$ cat src/hw/rtl/lsap_pkg.sv
// Shared types and constants of the line sensor array position core.
// Used by the channel interfaces and the top level; depends on nothing.
`timescale 1ns / 1ps
`default_nettype none

package lsap_pkg;

  localparam int MaxChannels  = 8;
  localparam int BarLenMm     = 580;
  localparam int SensorSpanMm = 27;
  localparam int PartialLevel = 20;
  localparam int FullScale    = 64;
  localparam int LevelShift   = 6;
  localparam int LevelW       = 7;
  localparam int ThreshW      = 7;
  localparam int ThreshReset  = 32;
  localparam int PosW         = 10;
  localparam int PosSumW      = 12;
  localparam int CountW       = 4;
  localparam int SpanProdW    = 11;
  localparam int DivSteps     = LevelW - 1;
  localparam int DivCntW      = 3;
  localparam int CfgIdxW      = 2;
  localparam int CfgDataW     = 7;

  localparam logic [CfgIdxW-1:0] CfgFireThreshold = CfgIdxW'(0);
  localparam logic [CfgIdxW-1:0] CfgWhiteLine     = CfgIdxW'(1);

  typedef enum logic [2:0] {
    ST_IDLE,
    ST_READ,
    ST_LOAD,
    ST_DIV,
    ST_CLASS,
    ST_POS,
    ST_EMIT
  } state_e;

endpackage

`default_nettype wire

$ cat src/hw/rtl/lsap_if.sv
// Valid/ready channel interfaces: sample items in, position items out, config writes.
// Depends on lsap_pkg for the fixed field widths.
`timescale 1ns / 1ps
`default_nettype none

interface lsap_in_if #(
  parameter int SAMPLE_BITS = 10
) ();
  logic                   valid;
  logic                   ready;
  logic                   func;
  logic [SAMPLE_BITS-1:0] sample_0;
  logic [SAMPLE_BITS-1:0] sample_1;
  logic [SAMPLE_BITS-1:0] sample_2;
  logic [SAMPLE_BITS-1:0] sample_3;
  logic [SAMPLE_BITS-1:0] sample_4;
  logic [SAMPLE_BITS-1:0] sample_5;
  logic [SAMPLE_BITS-1:0] sample_6;
  logic [SAMPLE_BITS-1:0] sample_7;

  modport source (
    output valid, func, sample_0, sample_1, sample_2, sample_3,
           sample_4, sample_5, sample_6, sample_7,
    input  ready
  );
  modport sink (
    input  valid, func, sample_0, sample_1, sample_2, sample_3,
           sample_4, sample_5, sample_6, sample_7,
    output ready
  );
endinterface

interface lsap_out_if ();
  logic                        valid;
  logic                        ready;
  logic [lsap_pkg::PosW-1:0]   position_mm;
  logic [lsap_pkg::CountW-1:0] fired_count;
  logic                        partial_seen;
  logic                        line_lost;

  modport source (
    output valid, position_mm, fired_count, partial_seen, line_lost,
    input  ready
  );
  modport sink (
    input  valid, position_mm, fired_count, partial_seen, line_lost,
    output ready
  );
endinterface

interface lsap_cfg_if ();
  logic                          valid;
  logic                          ready;
  logic [lsap_pkg::CfgIdxW-1:0]  index;
  logic [lsap_pkg::CfgDataW-1:0] data;

  modport source (
    output valid, index, data,
    input  ready
  );
  modport sink (
    input  valid, index, data,
    output ready
  );
endinterface

`default_nettype wire

$ cat src/hw/rtl/lsap_ram.sv
// Generic single-port-write, single-port-read RAM with registered read data.
// No dependencies.
`timescale 1ns / 1ps
`default_nettype none

module lsap_ram #(
  parameter int WIDTH = 20,
  parameter int DEPTH = 8,
  localparam int AddrW = $clog2(DEPTH)
) (
  input  logic             clk_i,
  input  logic             we_i,
  input  logic [AddrW-1:0] waddr_i,
  input  logic [WIDTH-1:0] wdata_i,
  input  logic [AddrW-1:0] raddr_i,
  output logic [WIDTH-1:0] rdata_o
);

  logic [WIDTH-1:0] mem_q [DEPTH];
  logic [WIDTH-1:0] rdata_q;

  always_ff @(posedge clk_i) begin
    if (we_i) begin
      mem_q[waddr_i] <= wdata_i;
    end
    rdata_q <= mem_q[raddr_i];
  end

  assign rdata_o = rdata_q;

endmodule

`default_nettype wire

$ cat src/hw/rtl/line_sensor_array_position_core.sv
// Line position core: per-sensor calibration RAM, shared bit-serial normalizer, position math.
// Depends on lsap_pkg, lsap_if and lsap_ram.
// Measure item: per sensor a read, a load, a bit-serial divide when the span is nonzero, and a
// classify step, then position and emit; the divider yields one level bit per cycle per sensor.
// Calibrate item: one RAM read-modify-write per sensor, each a read and a load step. No result.
// Reset clears the per-entry valid bits at once; an entry not yet written reads as min all ones
// and max zero. No clearing pass. Result waits in an output register; input opens when idle.
`timescale 1ns / 1ps
`default_nettype none

module line_sensor_array_position_core #(
  parameter int NUM_CHANNELS = 8,
  parameter int SAMPLE_BITS  = 10
) (
  input  logic     clk_i,
  input  logic     rst_ni,
  lsap_cfg_if.sink cfg_i,
  lsap_in_if.sink  in_i,
  lsap_out_if.source out_o
);

  localparam int ChW         = $clog2(NUM_CHANNELS);
  localparam int Spacing     = lsap_pkg::BarLenMm / (NUM_CHANNELS - 1);
  localparam int SpacingHalf = Spacing / 2;
  localparam int RemW        = SAMPLE_BITS + 1;
  localparam int RamW        = 2 * SAMPLE_BITS;
  localparam logic [ChW-1:0] LastCh = ChW'(NUM_CHANNELS - 1);
  localparam logic [lsap_pkg::DivCntW-1:0] DivLast = lsap_pkg::DivCntW'(lsap_pkg::DivSteps - 1);

  lsap_pkg::state_e state_q, state_d;

  logic                            in_acc;
  logic [SAMPLE_BITS-1:0]          in_samples [lsap_pkg::MaxChannels];
  logic [SAMPLE_BITS-1:0]          samples_q [NUM_CHANNELS];
  logic                            func_q;
  logic [ChW-1:0]                  ch_q, ch_d;
  logic [NUM_CHANNELS-1:0]         entry_vld_q, entry_vld_d;
  logic [lsap_pkg::ThreshW-1:0]    thr_q;
  logic                            white_q;

  logic                            ram_we;
  logic [RamW-1:0]                 ram_wdata;
  logic [RamW-1:0]                 ram_rdata;

  logic [SAMPLE_BITS-1:0]          smp, lo, hi, vclamp, dnum, dden, cal_min, cal_max;
  logic                            span_ok, q_top;

  logic [SAMPLE_BITS-1:0]          div_rem_q, div_rem_d, div_den_q, div_den_d;
  logic [lsap_pkg::LevelW-1:0]     div_quo_q, div_quo_d;
  logic [lsap_pkg::DivCntW-1:0]    div_cnt_q, div_cnt_d;
  logic [RemW-1:0]                 rem2, rem_sub;
  logic                            rem_ge;
  logic [lsap_pkg::LevelW-1:0]     lvl;

  logic [lsap_pkg::CountW-1:0]     fired_q, fired_d;
  logic [ChW-1:0]                  top_q, top_d, part_idx_q, part_idx_d;
  logic [lsap_pkg::LevelW-1:0]     part_lvl_q, part_lvl_d;
  logic                            partial_q, partial_d;

  logic [lsap_pkg::PosSumW-1:0]    off_tab [NUM_CHANNELS];
  logic [ChW-1:0]                  fired_k;
  logic [lsap_pkg::PosSumW-1:0]    base_pos;
  logic [lsap_pkg::SpanProdW-1:0]  span_prod;
  logic signed [lsap_pkg::PosSumW-1:0] third, delta, pos_sum_q, pos_sum_d;
  logic [lsap_pkg::PosW-1:0]       pos_clamp;
  logic                            lost;

  logic [lsap_pkg::PosW-1:0]       last_pos_q, last_pos_d;
  logic                            out_load;
  logic                            out_valid_q, out_valid_d;
  logic [lsap_pkg::PosW-1:0]       out_pos_q;
  logic [lsap_pkg::CountW-1:0]     out_fired_q;
  logic                            out_partial_q, out_lost_q;

  assign in_samples[0] = SAMPLE_BITS'(in_i.sample_0);
  assign in_samples[1] = SAMPLE_BITS'(in_i.sample_1);
  assign in_samples[2] = SAMPLE_BITS'(in_i.sample_2);
  assign in_samples[3] = SAMPLE_BITS'(in_i.sample_3);
  assign in_samples[4] = SAMPLE_BITS'(in_i.sample_4);
  assign in_samples[5] = SAMPLE_BITS'(in_i.sample_5);
  assign in_samples[6] = SAMPLE_BITS'(in_i.sample_6);
  assign in_samples[7] = SAMPLE_BITS'(in_i.sample_7);

  assign in_i.ready  = (state_q == lsap_pkg::ST_IDLE);
  assign in_acc      = in_i.valid && in_i.ready;
  assign cfg_i.ready = 1'b1;

  // Configuration registers
  always_ff @(posedge clk_i or negedge rst_ni) begin
    if (!rst_ni) begin
      thr_q   <= lsap_pkg::ThreshW'(lsap_pkg::ThreshReset);
      white_q <= 1'b0;
    end else if (cfg_i.valid) begin
      unique case (cfg_i.index)
        lsap_pkg::CfgFireThreshold: thr_q   <= cfg_i.data[lsap_pkg::ThreshW-1:0];
        lsap_pkg::CfgWhiteLine:     white_q <= cfg_i.data[0];
        default: ;
      endcase
    end
  end

  // Calibration store: {max, min} per sensor
  lsap_ram #(
    .WIDTH (RamW),
    .DEPTH (NUM_CHANNELS)
  ) u_calib_ram (
    .clk_i   (clk_i),
    .we_i    (ram_we),
    .waddr_i (ch_q),
    .wdata_i (ram_wdata),
    .raddr_i (ch_q),
    .rdata_o (ram_rdata)
  );

  assign smp     = samples_q[ch_q];
  assign lo      = entry_vld_q[ch_q] ? ram_rdata[SAMPLE_BITS-1:0] : '1;
  assign hi      = entry_vld_q[ch_q] ? ram_rdata[RamW-1:SAMPLE_BITS] : '0;
  assign span_ok = hi > lo;
  assign vclamp  = (smp > hi) ? hi : ((smp < lo) ? lo : smp);
  assign dnum    = vclamp - lo;
  assign dden    = hi - lo;
  assign q_top   = (dnum == dden);
  assign cal_max = (smp > hi) ? smp : hi;
  assign cal_min = (smp < lo) ? smp : lo;
  assign ram_wdata = {cal_max, cal_min};

  assign rem2    = {div_rem_q, 1'b0};
  assign rem_ge  = rem2 >= {1'b0, div_den_q};
  assign rem_sub = rem2 - {1'b0, div_den_q};
  assign lvl     = white_q ? (lsap_pkg::LevelW'(lsap_pkg::FullScale) - div_quo_q) : div_quo_q;

  for (genvar g = 0; g < NUM_CHANNELS; g++) begin : g_off
    localparam int OffMm = ((g * lsap_pkg::BarLenMm) / (NUM_CHANNELS - 1)) / 2;
    assign off_tab[g] = lsap_pkg::PosSumW'(OffMm);
  end

  assign fired_k   = ChW'(fired_q - lsap_pkg::CountW'(1));
  assign base_pos  = lsap_pkg::PosSumW'(Spacing)
                   * {{(lsap_pkg::PosSumW-ChW){1'b0}}, LastCh - top_q}
                   + off_tab[fired_k];
  assign span_prod = lsap_pkg::SpanProdW'(lsap_pkg::SensorSpanMm)
                   * lsap_pkg::SpanProdW'(part_lvl_q);
  assign third     = lsap_pkg::PosSumW'(lsap_pkg::SensorSpanMm)
                   - lsap_pkg::PosSumW'(span_prod >> lsap_pkg::LevelShift);
  assign delta     = lsap_pkg::PosSumW'(SpacingHalf) - third;
  assign pos_clamp = pos_sum_q[lsap_pkg::PosSumW-1] ? '0 :
                     (|pos_sum_q[lsap_pkg::PosSumW-2:lsap_pkg::PosW]) ? '1 :
                     pos_sum_q[lsap_pkg::PosW-1:0];
  assign lost      = (fired_q == '0);

  always_comb begin
    state_d     = state_q;
    ch_d        = ch_q;
    entry_vld_d = entry_vld_q;
    div_rem_d   = div_rem_q;
    div_den_d   = div_den_q;
    div_quo_d   = div_quo_q;
    div_cnt_d   = div_cnt_q;
    fired_d     = fired_q;
    top_d       = top_q;
    part_idx_d  = part_idx_q;
    part_lvl_d  = part_lvl_q;
    partial_d   = partial_q;
    pos_sum_d   = pos_sum_q;
    last_pos_d  = last_pos_q;
    ram_we      = 1'b0;
    out_load    = 1'b0;

    unique case (state_q)
      lsap_pkg::ST_IDLE: begin
        if (in_i.valid) begin
          ch_d       = '0;
          fired_d    = '0;
          top_d      = '0;
          part_idx_d = '0;
          part_lvl_d = '0;
          partial_d  = 1'b0;
          state_d    = lsap_pkg::ST_READ;
        end
      end
      lsap_pkg::ST_READ: begin
        state_d = lsap_pkg::ST_LOAD;
      end
      lsap_pkg::ST_LOAD: begin
        if (!func_q) begin
          ram_we            = 1'b1;
          entry_vld_d[ch_q] = 1'b1;
          if (ch_q == LastCh) begin
            state_d = lsap_pkg::ST_IDLE;
          end else begin
            ch_d    = ch_q + ChW'(1);
            state_d = lsap_pkg::ST_READ;
          end
        end else if (span_ok) begin
          div_rem_d = q_top ? '0 : dnum;
          div_den_d = dden;
          div_quo_d = lsap_pkg::LevelW'(q_top);
          div_cnt_d = '0;
          state_d   = lsap_pkg::ST_DIV;
        end else begin
          div_quo_d = '0;
          state_d   = lsap_pkg::ST_CLASS;
        end
      end
      lsap_pkg::ST_DIV: begin
        div_rem_d = rem_ge ? SAMPLE_BITS'(rem_sub) : SAMPLE_BITS'(rem2);
        div_quo_d = {div_quo_q[lsap_pkg::LevelW-2:0], rem_ge};
        div_cnt_d = div_cnt_q + lsap_pkg::DivCntW'(1);
        if (div_cnt_q == DivLast) begin
          state_d = lsap_pkg::ST_CLASS;
        end
      end
      lsap_pkg::ST_CLASS: begin
        if (lvl > thr_q) begin
          fired_d = fired_q + lsap_pkg::CountW'(1);
          top_d   = ch_q;
        end else if (lvl > lsap_pkg::LevelW'(lsap_pkg::PartialLevel)) begin
          partial_d  = 1'b1;
          part_idx_d = ch_q;
          part_lvl_d = lvl;
        end
        if (ch_q == LastCh) begin
          state_d = lsap_pkg::ST_POS;
        end else begin
          ch_d    = ch_q + ChW'(1);
          state_d = lsap_pkg::ST_READ;
        end
      end
      lsap_pkg::ST_POS: begin
        if (!partial_q) begin
          pos_sum_d = base_pos;
        end else if (top_q > part_idx_q) begin
          pos_sum_d = base_pos + delta;
        end else begin
          pos_sum_d = base_pos - delta;
        end
        state_d = lsap_pkg::ST_EMIT;
      end
      lsap_pkg::ST_EMIT: begin
        if (!out_valid_q || out_o.ready) begin
          out_load = 1'b1;
          if (!lost) begin
            last_pos_d = pos_clamp;
          end
          state_d = lsap_pkg::ST_IDLE;
        end
      end
      default: state_d = lsap_pkg::ST_IDLE;
    endcase
  end

  assign out_valid_d = out_load || (out_valid_q && !out_o.ready);

  always_ff @(posedge clk_i or negedge rst_ni) begin
    if (!rst_ni) begin
      state_q     <= lsap_pkg::ST_IDLE;
      ch_q        <= '0;
      div_cnt_q   <= '0;
      entry_vld_q <= '0;
      last_pos_q  <= '0;
      out_valid_q <= 1'b0;
    end else begin
      state_q     <= state_d;
      ch_q        <= ch_d;
      div_cnt_q   <= div_cnt_d;
      entry_vld_q <= entry_vld_d;
      last_pos_q  <= last_pos_d;
      out_valid_q <= out_valid_d;
    end
  end

  always_ff @(posedge clk_i) begin
    if (in_acc) begin
      func_q <= in_i.func;
      for (int i = 0; i < NUM_CHANNELS; i++) begin
        samples_q[i] <= in_samples[i];
      end
    end
    div_rem_q  <= div_rem_d;
    div_den_q  <= div_den_d;
    div_quo_q  <= div_quo_d;
    fired_q    <= fired_d;
    top_q      <= top_d;
    part_idx_q <= part_idx_d;
    part_lvl_q <= part_lvl_d;
    partial_q  <= partial_d;
    pos_sum_q  <= pos_sum_d;
    if (out_load) begin
      out_pos_q     <= lost ? last_pos_q : pos_clamp;
      out_fired_q   <= fired_q;
      out_partial_q <= partial_q;
      out_lost_q    <= lost;
    end
  end

  assign out_o.valid        = out_valid_q;
  assign out_o.position_mm  = out_pos_q;
  assign out_o.fired_count  = out_fired_q;
  assign out_o.partial_seen = out_partial_q;
  assign out_o.line_lost    = out_lost_q;

`ifndef SYNTHESIS
  a_div_rem_below_den: assert property (@(posedge clk_i) disable iff (!rst_ni)
    state_q == lsap_pkg::ST_DIV |-> div_rem_q < div_den_q)
    else $error("divider remainder not below span");

  a_calib_ordered: assert property (@(posedge clk_i) disable iff (!rst_ni)
    state_q == lsap_pkg::ST_LOAD && entry_vld_q[ch_q]
      |-> ram_rdata[SAMPLE_BITS-1:0] <= ram_rdata[RamW-1:SAMPLE_BITS])
    else $error("calibrated entry has min above max");

  a_result_from_emit: assert property (@(posedge clk_i) disable iff (!rst_ni)
    out_valid_q && !$past(out_valid_q) |-> $past(state_q) == lsap_pkg::ST_EMIT)
    else $error("result raised outside emit");

  a_lost_repeats_last: assert property (@(posedge clk_i) disable iff (!rst_ni)
    out_valid_q && out_lost_q |-> out_pos_q == last_pos_q)
    else $error("lost-line result differs from held position");
`endif

endmodule

`default_nettype wire
$ cat src/flat_wrapper.sv
// flat-port wrapper written by rule: the top's interface ports become plain ports
module line_sensor_array_position_core_flat 
#(
  parameter int NUM_CHANNELS = 8,
  parameter int SAMPLE_BITS  = 10
)
  (clk_i, rst_ni, cfg_i_valid, cfg_i_index, cfg_i_data, cfg_i_ready, in_i_valid, in_i_func, in_i_sample_0, in_i_sample_1, in_i_sample_2, in_i_sample_3, in_i_sample_4, in_i_sample_5, in_i_sample_6, in_i_sample_7, in_i_ready, out_o_valid, out_o_position_mm, out_o_fired_count, out_o_partial_seen, out_o_line_lost, out_o_ready);
  lsap_cfg_if cfg_i_i ();
  lsap_in_if #(.SAMPLE_BITS(SAMPLE_BITS)) in_i_i ();
  lsap_out_if out_o_i ();
  input  logic clk_i;
  input  logic rst_ni;
  input wire logic [$bits(cfg_i_i.valid)-1:0] cfg_i_valid;
  input wire logic [$bits(cfg_i_i.index)-1:0] cfg_i_index;
  input wire logic [$bits(cfg_i_i.data)-1:0] cfg_i_data;
  output wire logic [$bits(cfg_i_i.ready)-1:0] cfg_i_ready;
  input wire logic [$bits(in_i_i.valid)-1:0] in_i_valid;
  input wire logic [$bits(in_i_i.func)-1:0] in_i_func;
  input wire logic [$bits(in_i_i.sample_0)-1:0] in_i_sample_0;
  input wire logic [$bits(in_i_i.sample_1)-1:0] in_i_sample_1;
  input wire logic [$bits(in_i_i.sample_2)-1:0] in_i_sample_2;
  input wire logic [$bits(in_i_i.sample_3)-1:0] in_i_sample_3;
  input wire logic [$bits(in_i_i.sample_4)-1:0] in_i_sample_4;
  input wire logic [$bits(in_i_i.sample_5)-1:0] in_i_sample_5;
  input wire logic [$bits(in_i_i.sample_6)-1:0] in_i_sample_6;
  input wire logic [$bits(in_i_i.sample_7)-1:0] in_i_sample_7;
  output wire logic [$bits(in_i_i.ready)-1:0] in_i_ready;
  output wire logic [$bits(out_o_i.valid)-1:0] out_o_valid;
  output wire logic [$bits(out_o_i.position_mm)-1:0] out_o_position_mm;
  output wire logic [$bits(out_o_i.fired_count)-1:0] out_o_fired_count;
  output wire logic [$bits(out_o_i.partial_seen)-1:0] out_o_partial_seen;
  output wire logic [$bits(out_o_i.line_lost)-1:0] out_o_line_lost;
  input wire logic [$bits(out_o_i.ready)-1:0] out_o_ready;
  assign cfg_i_i.valid = cfg_i_valid;
  assign cfg_i_i.index = cfg_i_index;
  assign cfg_i_i.data = cfg_i_data;
  assign cfg_i_ready = cfg_i_i.ready;
  assign in_i_i.valid = in_i_valid;
  assign in_i_i.func = in_i_func;
  assign in_i_i.sample_0 = in_i_sample_0;
  assign in_i_i.sample_1 = in_i_sample_1;
  assign in_i_i.sample_2 = in_i_sample_2;
  assign in_i_i.sample_3 = in_i_sample_3;
  assign in_i_i.sample_4 = in_i_sample_4;
  assign in_i_i.sample_5 = in_i_sample_5;
  assign in_i_i.sample_6 = in_i_sample_6;
  assign in_i_i.sample_7 = in_i_sample_7;
  assign in_i_ready = in_i_i.ready;
  assign out_o_valid = out_o_i.valid;
  assign out_o_position_mm = out_o_i.position_mm;
  assign out_o_fired_count = out_o_i.fired_count;
  assign out_o_partial_seen = out_o_i.partial_seen;
  assign out_o_line_lost = out_o_i.line_lost;
  assign out_o_i.ready = out_o_ready;
  line_sensor_array_position_core #(.NUM_CHANNELS(NUM_CHANNELS), .SAMPLE_BITS(SAMPLE_BITS)) u_core (.clk_i(clk_i), .rst_ni(rst_ni), .cfg_i(cfg_i_i), .in_i(in_i_i), .out_o(out_o_i));
endmodule
$ cat config.mk
export PLATFORM = sky130hd
export DESIGN_NAME = line_sensor_array_position_core_flat
export DESIGN_NICKNAME = d
export VERILOG_FILES = /design/src/hw/rtl/lsap_pkg.sv /design/src/hw/rtl/lsap_if.sv /design/src/hw/rtl/lsap_ram.sv /design/src/hw/rtl/line_sensor_array_position_core.sv /design/src/flat_wrapper.sv
export SDC_FILE = /design/constraint.sdc
export NUM_CORES = 1
export LEC_CHECK = 0
export BUFFER_PORTS_ARGS = -buffer_cell sky130_fd_sc_hd__buf_2
export CAP_MARGIN = 20
export CELL_PAD_IN_SITES_DETAIL_PLACEMENT = 2
export CELL_PAD_IN_SITES_GLOBAL_PLACEMENT = 2
export CORE_UTILIZATION = 46
export DETAILED_ROUTE_END_ITERATION = 10
export GPL_TIMING_DRIVEN = 0
export PLACE_DENSITY_LB_ADDON = 0.12
export SYNTH_ARGS = -nofsm -noshare
export SYNTH_HDL_FRONTEND = slang
export SYNTH_HIERARCHICAL = 1
export SYNTH_SLANG_ARGS = --single-unit
$ cat constraint.sdc
create_clock -name clk_i -period 12.8 [get_ports clk_i]
set_clock_uncertainty 0.05 [all_clocks]
set_input_delay 1.28 -clock clk_i [delete_from_list [all_inputs] [get_ports clk_i]]
set_output_delay 1.28 -clock clk_i [all_outputs]
set_load 0.02 [all_outputs]
==> flow_summary.ini <==
[route]
vias = 13000
finalWirelength_mm = 59.2
post_detailed_route_count_of_antenna_violating_nets = 0
viasPerCell = 5.92
detailedRoute.firstPassIterationCount = 5
post_drt_wl_per_cell_um = 27.0
dr.first_iter.drc_count = 775
route.detailed.drc = 0

[global_routing]
largest_net_degree_at_the_start_of_global_routing = 81
grt-ovfl-total = 0
global_route_wire_length_before_repair_mm = 90.2
globalRouteTotalUtil_pct = 29.0
grt_pass1_vias = 14600
grt_antenna_before_repair = 3

[synth]
syn_nets = 1676
cell_variety_after_synth = 80
post_synthesis_sequential_area_ratio_pct = 56.1
synth_top_cells_by_count = sky130_fd_sc_hd__edfxtp_1 (314), sky130_fd_sc_hd__ha_1 (117), sky130_fd_sc_hd__nor2_1 (114), sky130_fd_sc_hd__nand2_1 (100), sky130_fd_sc_hd__inv_1 (98)
synth_top_flop_cell = sky130_fd_sc_hd__edfxtp_1
synth_cells = 1453
yosys.cell_count.top_type = sky130_fd_sc_hd__edfxtp_1
top_cells_by_area_in_the_synthesized_netlist = sky130_fd_sc_hd__edfxtp_1 (49%), sky130_fd_sc_hd__ha_1 (7.7%), sky130_fd_sc_hd__mux4_1 (5.5%)
async_flop_share_pct = 9.73
synth.top_cell.area_share_pct = 49.3
yosys.area.top_type = sky130_fd_sc_hd__edfxtp_1
synth_edf_count = 314
syn-cell-area_mm2 = 0.0191
yosysWarnings = 6
synth.ff_latch_count = 370
syn_area_per_cell_um2 = 13.2

[timing]
fin_setup_tns_ns = 0
finalMaxSlewViolations = 0
min_period_ns = 9.22
rsz0062_at_grt = false
finalSetupViolCount = 0
timing_worst_slew_pin_value_ns = 1.06
final-hold-violation-count = 0
worst_slew_margin_rel_pct = 28.3
period_share_pct = 72.0
fmax_ghz = 0.108

[layout]
layout.cell_area.non_filler_mm2 = 0.0221
fillCellCount = 3786
area_delta_synth_final_pct = 15.4
stdcell_count = 2189
share_of_final_layout_standard_cells_stronger_than_drive_strength_1_pct = 17.6
fin_nets = 1846

[critical_path]
number_of_cells_on_the_worst_reg_to_reg_path = 27
crit_fanout = 10
endpoint_kind = register
ff2ff_setup_slack_ns = 3.58
timing.critical_path.from = u_core/ch_q[0]
worst_ep_required_time_ns = 13.04
critical_path.reg2reg.endpoint = u_core/div_quo_q[0]
setup.worst_path.class = reg -> reg
startpoint_type = register
cp_data_arrival_time_ns = 9.46
worst_r2r_startpoint = u_core/ch_q[0]

[placed_design]
port-buffer-count = 112
dp.cells = 2111
placedInstanceArea_mm2 = 0.0206
detailed_place_hpwl_mm = 42.2
globalplace.congestion = 0.843

[clock_network]
insertion_delay_ns = 0.58
clock_sinks = 370
cts.root.buffer_cell = sky130_fd_sc_hd__clkbuf_16
postCtsSetupBuffers = 0
cts_hold_repair.buffers = 0
cts-buffers-inserted = 41
clock_tree.htree_level_count = 2
tritoncts = yes
cts-resized-gates = 0
cts.path.max_buffers = 3
cts.reportedPaths.clkPinSlew_ns = 0.06

[die]
io_pins = 114
fp.dieH_um = 206
num_rows = 74
die_x_um = 206
floorplan.core_area_mm2 = 0.0409
start_util_pct = 46.7
die_area_mm2 = 0.0424

[run]
timing.max_cap.violations = 0

[outcome]
outcome = completed

[hold_path]
timing.hold.worst_endpoint = u_core/entry_vld_q[6]
min_from = u_core/entry_vld_q[6]
holdCritPathClass = reg -> reg
hold_path_depth = 1
-- per-layer routing --
layer  wire (µm)  track usage (%)  up-vias  share of wire [%]
li1            -                -     5806                  -
met3        3150             5.36      125                5.3
met2       30700             52.1      415                 52
met5          23                0        -              0.039
met4        1960             10.5        4                3.3
met1       23400             34.5     6614                 40
-- worst max path at each step --
stage,slack (ns),cells after the start,endpoint
finish,3.58,27,u_core/div_quo_q[0]
global placement,3.91,28,u_core/div_quo_q[0]
global route,3.13,29,u_core/div_quo_q[0]
CTS,3.67,28,u_core/div_quo_q[0]
floorplan,6.26,29,u_core/div_rem_q[1]
detailed placement,4.02,27,u_core/div_quo_q[0]
-- layout make-up --
cell class / count / area (µm²) / share of cell area [%]
Multi-Input combinational cell: 926 / 7760 / 35.1
Clock buffer: 49 / 1120 / 5.06
Clock inverter: 27 / 323 / 1.46
Inverter: 101 / 382 / 1.73
Sequential cell: 370 / 10700 / 48.6
Antenna cell: 1 / 2.50 / 0.0113
Buffer: 56 / 284 / 1.29
Tap cell: 532 / 666 / 3.02
Timing Repair Buffer: 127 / 808 / 3.66
-- flip-flops by register name, indices dropped and copies added (netlist names), 4 cells and up --
| register | count |
|---|---|
| u_core/part_lvl_q | 7 |
| u_core/last_pos_q | 10 |
| u_core/div_den_q | 10 |
| u_core/thr_q | 7 |
| u_core/out_o.fired_count | 4 |
| u_core/div_rem_q | 10 |
| u_core/samples_q | 80 |
| u_core/out_o.position_mm | 10 |
| u_core/u_calib_ram/rdata_o | 20 |
| u_core/entry_vld_q | 8 |
| u_core/fired_q | 4 |
| u_core/div_quo_q | 7 |
| u_core/pos_sum_q | 12 |
| u_core/u_calib_ram/mem_q | 160 |
-- placed cells by master (no fill, tap or decap), types with 42 or more instances in the layout --
cell type / count
sky130_fd_sc_hd__edfxtp_1: 314
sky130_fd_sc_hd__buf_2: 117
sky130_fd_sc_hd__ha_1: 117
sky130_fd_sc_hd__nor2_1: 108
sky130_fd_sc_hd__nand2_1: 100
sky130_fd_sc_hd__inv_1: 97
sky130_fd_sc_hd__o21ai_0: 55
sky130_fd_sc_hd__a21oi_1: 49
sky130_fd_sc_hd__xnor2_1: 47
sky130_fd_sc_hd__mux2_2: 44
sky130_fd_sc_hd__clkbuf_16: 42
-- through the flow --
step	utilization (%)	hold slack, ns	worst slack, ns
global route	53.9	0.439	3.13
detailed placement	50.4	0.409	4.02
floorplan	-	0.372	6.26
global placement	49.7	0.383	3.91
CTS	53.9	0.421	3.67
finish	53.9	0.421	3.58
-- worst max-delay path, stage by stage, from the launching register on --
cell	delay (ns)
sky130_fd_sc_hd__dfrtp_1	0.60
sky130_fd_sc_hd__buf_6	0.23
sky130_fd_sc_hd__buf_2	0.36
sky130_fd_sc_hd__clkbuf_1	0.57
sky130_fd_sc_hd__clkbuf_1	0.50
sky130_fd_sc_hd__a21oi_1	0.14
sky130_fd_sc_hd__a21oi_1	0.71
sky130_fd_sc_hd__inv_1	0.18
sky130_fd_sc_hd__ha_1	0.35
sky130_fd_sc_hd__a21o_1	0.19
sky130_fd_sc_hd__a21oi_1	0.16
sky130_fd_sc_hd__nor2b_1	0.09
sky130_fd_sc_hd__or4b_1	0.53
sky130_fd_sc_hd__nand2_1	0.25
sky130_fd_sc_hd__clkbuf_1	0.42
sky130_fd_sc_hd__nor2_1	0.07
sky130_fd_sc_hd__a31oi_1	0.19
sky130_fd_sc_hd__ha_1	0.19
sky130_fd_sc_hd__inv_1	0.06
sky130_fd_sc_hd__fa_1	0.40
sky130_fd_sc_hd__a21o_1	0.21
sky130_fd_sc_hd__a221o_1	0.34
sky130_fd_sc_hd__o41ai_1	0.35
sky130_fd_sc_hd__xnor2_1	0.32
sky130_fd_sc_hd__xor2_1	0.20
sky130_fd_sc_hd__nor4_4	0.37
sky130_fd_sc_hd__nand2_1	0.32
sky130_fd_sc_hd__o41ai_2	0.60
-- kinds of logic after synthesis --
group | share of synthesized area [%]
compound gates | 8.79
xor+xnor | 3.35
mux | 10.9
flops | 56.1
simple gates | 8.58
fa+ha+maj | 8.80
buf+inv | 3.47
other cells | 0.0196
Power is not shown: default switching activity piles up to over one toggle a cycle in this logic, so the estimate is an artifact.
